## config.mk

```make
export PLATFORM = sky130hd
export DESIGN_NAME = sri_edge
export DESIGN_NICKNAME = d
export VERILOG_FILES = /design/src/rtl/sri_pkg.sv /design/src/rtl/sri_edge.sv
export SDC_FILE = /design/constraint.sdc
export NUM_CORES = 2
export LEC_CHECK = 0
export BUFFER_PORTS_ARGS = -buffer_cell sky130_fd_sc_hd__buf_4
export CAP_MARGIN = 20
export CORE_MARGIN = 2
export CORE_UTILIZATION = 36
export CTS_BUF_LIST = sky130_fd_sc_hd__clkbuf_8
export CTS_CLUSTER_DIAMETER = 50
export DETAILED_ROUTE_END_ITERATION = 6
export GPL_TIMING_DRIVEN = 0
export HOLD_SLACK_MARGIN = 0.05
export PLACE_DENSITY = 0.48
export SETUP_SLACK_MARGIN = 0.05
export SLEW_MARGIN = 20
export SYNTH_ARGS = -nofsm -noshare
export SYNTH_HDL_FRONTEND = slang
export SYNTH_SLANG_ARGS = --single-unit
```

## constraint.sdc

```tcl
create_clock -name clk -period 9.6 [get_ports clk]
set_clock_uncertainty 0.05 [all_clocks]
set_input_delay 1.44 -clock clk [delete_from_list [all_inputs] [get_ports clk]]
set_output_delay 1.44 -clock clk [all_outputs]
set_load 0.02 [all_outputs]
```

## src/rtl/sri_pkg.sv

```systemverilog
package sri_pkg;

  // Rectangle edges, in result mask bit order
  localparam int NUM_EDGES = 4;
  localparam int EDGE_LEFT = 0;
  localparam int EDGE_RIGHT = 1;
  localparam int EDGE_TOP = 2;
  localparam int EDGE_BOTTOM = 3;

  // Which way an edge runs
  typedef enum logic {
    ORIENT_HORZ,
    ORIENT_VERT
  } orient_t;

  // Stage advance enables handed from the pipeline control to each edge unit
  typedef struct packed {
    logic s2;
    logic s3;
    logic s4;
  } sri_adv_t;

endpackage

```

## src/rtl/sri_edge.sv

```systemverilog
// One rectangle edge against the segment: multiply, combine, compare stages.
// The edge is axis aligned, so one of its two extents is zero and d and nA
// each need a single product.
module sri_edge import sri_pkg::*; #(
  parameter int COORD_BITS = 16,
  parameter orient_t ORIENT = ORIENT_VERT
) (
  input  logic                         clk,
  input  sri_adv_t                     adv,
  input  logic [COORD_BITS-2:0]        ext,
  input  logic signed [COORD_BITS:0]   sx,
  input  logic signed [COORD_BITS:0]   sy,
  input  logic signed [COORD_BITS+1:0] ox,
  input  logic signed [COORD_BITS+1:0] oy,
  output logic                         edge_hit
);

  localparam int OW = COORD_BITS + 2;
  localparam int PW = 2 * COORD_BITS + 3;
  localparam int W  = 2 * COORD_BITS + 4;

  logic signed [COORD_BITS-1:0] ext_s;
  logic signed [OW-1:0] d_src;
  logic signed [OW-1:0] a_src;
  logic signed [PW-1:0] pd_next, pa_next, p1_next, p2_next;
  logic signed [PW-1:0] pd, pa, p1, p2;
  logic signed [W-1:0]  d_next, na_next, nb_next;
  logic signed [W-1:0]  d, na, nb;
  logic d_zero, d_neg, na_le0, nb_le0;
  logic edge_hit_next;

  // Stage 2: products
  assign ext_s = $signed({1'b0, ext});
  assign d_src = (ORIENT == ORIENT_VERT) ? OW'(sx) : OW'(sy);
  assign a_src = (ORIENT == ORIENT_VERT) ? ox : oy;
  assign pd_next = PW'(ext_s) * PW'(d_src);
  assign pa_next = PW'(ext_s) * PW'(a_src);
  assign p1_next = PW'(sx) * PW'(oy);
  assign p2_next = PW'(sy) * PW'(ox);

  always_ff @(posedge clk) begin
    if (adv.s2) begin
      pd <= pd_next;
      pa <= pa_next;
      p1 <= p1_next;
      p2 <= p2_next;
    end
  end

  // Stage 3: d = ey*sx - ex*sy, nA = ex*oy - ey*ox, nB = sx*oy - sy*ox
  assign d_next  = (ORIENT == ORIENT_VERT) ? W'(pd) : -W'(pd);
  assign na_next = (ORIENT == ORIENT_VERT) ? -W'(pa) : W'(pa);
  assign nb_next = W'(p1) - W'(p2);

  always_ff @(posedge clk) begin
    if (adv.s3) begin
      d  <= d_next;
      na <= na_next;
      nb <= nb_next;
    end
  end

  // Stage 4: both parameters within [0,1] without dividing
  assign d_zero = (d == '0);
  assign d_neg  = d[W-1];
  assign na_le0 = na[W-1] || (na == '0);
  assign nb_le0 = nb[W-1] || (nb == '0);

  always_comb begin
    edge_hit_next = 1'b0;
    if (!d_zero) begin
      if (d_neg) begin
        edge_hit_next = na_le0 && nb_le0 && (na >= d) && (nb >= d);
      end else begin
        edge_hit_next = !na[W-1] && !nb[W-1] && (na <= d) && (nb <= d);
      end
    end
  end

  always_ff @(posedge clk) begin
    if (adv.s4) begin
      edge_hit <= edge_hit_next;
    end
  end

endmodule

```

==> impl_results.md <==
- Status: completed
- Synth Warn #: 0
- Die outline height: 393 um
- Post-CTS Resized: 0
- Critical path's most frequent cell: fa_1
- CORE AREA: 150000 um^2
- Final worst path period share: 89.8%
- Worst-path clk slew: 0.07 ns
- Synth top area share: 42.4%
- Slew HR: 18.3%
- Syn avg cell area: 9.74 um^2
- Final setup vio count: 0
- Initial DRC Count: 2622
- Crit. path cell count: 21
- Chip Width: 393 um
- Fillers: 15300
- Via/cell ratio: 4.97
- Worst-margin pin slew: 1.23 ns
- ANT nets after route: 0
- Critical-path cell list: clkbuf_1 > clkbuf_1 > nand2_1 > fa_1 > inv_1 > fa_1 > fa_1 > fa_1 > fa_1 > inv_1 > fa_1 > inv_1 > ha_1 > a21o_1 > a21o_1 > a211oi_1 > o21bai_1 > a2111oi_2 > a21oi_1 > o31ai_1 > o311ai_0
- Final Util: 38.9%
- Worst skew pair latency: 0.58 ns
- Sequential-to-total area share from yosys stat: 13.4%
- Mapped Cells: 5598
- Worst Path Max Fanout: 10
- Area leader, netlist: fa_1
- Hold Startpoint: pd[21]
- R2r setup slk: 5.79 ns
- Max Cap Viol: 0
- Layout cell share with drive strength beyond 1: 2.71%
- CP top delay family: adder cells
- Remaining DRCs: 0
- Dpl hpwl: 144 mm
- Slowest-stage cell, CP: clkbuf_1
- CP max stage delay: 0.97 ns
- Longest Clk Path Bufs: 3
- Req. time, crit path: 9.81 ns
- Max-slew violation count: 0
- # rows: 142
- Sink Count: 243
- Placer Congestion: 0.910
- Post-synth EDFFs: 243
- I/O Pins: 90
- Post-route setup slack: 0.979 ns
- CP Buf/Inv Count: 5
- CTS root buffer: clkbuf_8
- Largest cells by area after synthesis: fa_1 (42%), edfxtp_1 (13%), ha_1 (10%), inv_1 (9.0%), and2_1 (6.6%)
- Storage cell area: 7300 um^2
- Largest net degree at the start of global routing: 106
- Via count: 38600
- Input/output buffers: 77
- Total GRT Usage: 23.0%
- Mapped Area: 54500 um^2
- Total length of routed wires: 172 mm
- Final min period: 8.62 ns
- Crit path launch type: input port
- Setup crit end kind: flip-flop
- R2r startpoint: p2[0]
- Hold path cells: 0
- RSZ-0062 raised after global routing: false
- Fin Setup TNS: 0 ns
- Hold Vio Cnt, Final: 0
- Post CTS Setup Buffer Count: 0
- Dpl ws: 0.393 ns
- Hold endpoint: d[21]
- Worst r2r dst: nb[34]
- Hold buffers post-CTS: 0
- Critical path type: in -> reg
- Syn_nets: 7293
- Initial antenna violation count: 27
- Arrival time at the worst endpoint: 8.83 ns
- Post-synthesis cell type count: 78
- Final Net Count: 7413
- Initial Util: 36.3%
- Yosys reg bits: 243
- R2R depth: 11
- Ys async rst share: 0%
- Footprint of the multi-input gates: 41600 um^2
- CTS tree: built
- DRT Pass-1 Iters: 5
- First-pass GRT wire length: 259 mm
- Drt wl/cell: 22.1 um
- Top FF cell, synth: edfxtp_1
- Worst Hold Class: reg -> reg
- Die area: 155000 um^2
- CTS H-Tree Depth: 2
- Vias in the first global route: 40700
- Grt ovf: 0
- Max Fclk: 116 MHz
- Area Growth Syn to Fin: 7.14%
- Total CTS buffers: 39
==> state kept, by name, indices dropped and copies added, names as in the netlist <==
signal / flops
na: 36
nb: 36
p1: 35
p2: 35
pa: 34
d: 33
pd: 33
edge_hit: 1
==> logic make-up after synthesis <==
family	after synthesis	share of synthesized area [%]
multiplexers	3	0.0551
XOR/XNOR	199	3.20
AND/OR/NAND/NOR	1602	14.8
adder cells (fa/ha/maj)	1606	52.8
flip-flops	243	13.4
buffers and inverters	1503	10.4
AO/OA/AOI/OAI	442	5.42
==> Yosys cell counts (all sizes together) (5+ instances only) <==
library cell  number
a31oi             19
o21bai            16
o21ai             76
a21boi             7
fa              1154
nand2            624
xor2              43
nand2b            27
and3              25
or2                8
a211oi            10
o31ai              8
nor2b             28
nand3             29
inv             1301
o211ai            16
o311ai             8
or3               11
o21a              23
nand4             28
edfxtp           243
xnor2            156
a21o              79
nor4              40
a211o              9
nor3              50
a21oi            126
and2             575
nand3b             7
ha               452
clkbuf           199
nor2             131
or4                5
a2111oi            5
==> placed cells by master (no fill, tap or decap), types with 25 or more instances in the layout <==
cell type | netlist | layout
a21o_1 | 78 | 78
a21oi_1 | 124 | 124
and2_1 | 575 | 575
and3_1 | 25 | 25
buf_4 | 0 | 75
clkbuf_1 | 199 | 196
clkbuf_8 | 0 | 41
edfxtp_1 | 243 | 243
fa_1 | 1154 | 1154
ha_1 | 452 | 452
inv_1 | 1301 | 1309
nand2_1 | 624 | 624
nand2b_1 | 27 | 27
nand3_1 | 29 | 29
nand4_1 | 28 | 28
nor2_1 | 131 | 131
nor2b_1 | 28 | 28
nor3_1 | 50 | 50
nor4_1 | 39 | 39
o21ai_0 | 74 | 74
xnor2_1 | 156 | 156
xor2_1 | 43 | 43
==> stage by stage <==
stage | instances | hold slack (ns) | cell area [um^2]
after floorplan | 5598 | 0.350 | 54500
final | 7777 | 0.368 | 58400
after CTS | 7762 | 0.370 | 58400
after detailed placement | 7693 | 0.355 | 57700
after global placement | 7691 | 0.353 | 57600
after global routing | 7763 | 0.370 | 58400
==> routing by layer <==
| metal | routed length, um | global-route usage [%] | vias up |
|---|---|---|---|
| met5 | 0 | 0 | - |
| met4 | 3360 | 4.30 | 0 |
| met3 | 9630 | 2.84 | 166 |
| met2 | 82900 | 38.7 | 967 |
| met1 | 75800 | 31.9 | 20200 |
| li1 | - | - | 17300 |
==> how the worst max path moves through the flow <==
stage / start / end / slack, ns
2_1_floorplan: ext[7] / pa[32] / 2.15
3_3_place_gp: ext[9] / pa[32] / 0.19
3_5_place_dp: ext[10] / pa[32] / 0.39
4_1_cts: ext[10] / pa[32] / 1.0
5_1_grt: ext[10] / pa[32] / 0.61
6_report: ext[12] / pa[32] / 0.98
==> final cells by class <==
class,instances,area share [%]
Buffer,202,1.30
Multi-Input combinational cell,3852,71.2
Antenna cell,15,0.0643
Inverter,1301,8.36
Tap cell,2016,4.32
Sequential cell,243,12.5
Clock inverter,28,0.229
Clock buffer,41,0.966
Timing Repair Buffer,79,1.08
Power is left out: the tool's default activity adds up to more than one toggle a clock period on the data nets, which glitch-free logic cannot reach.
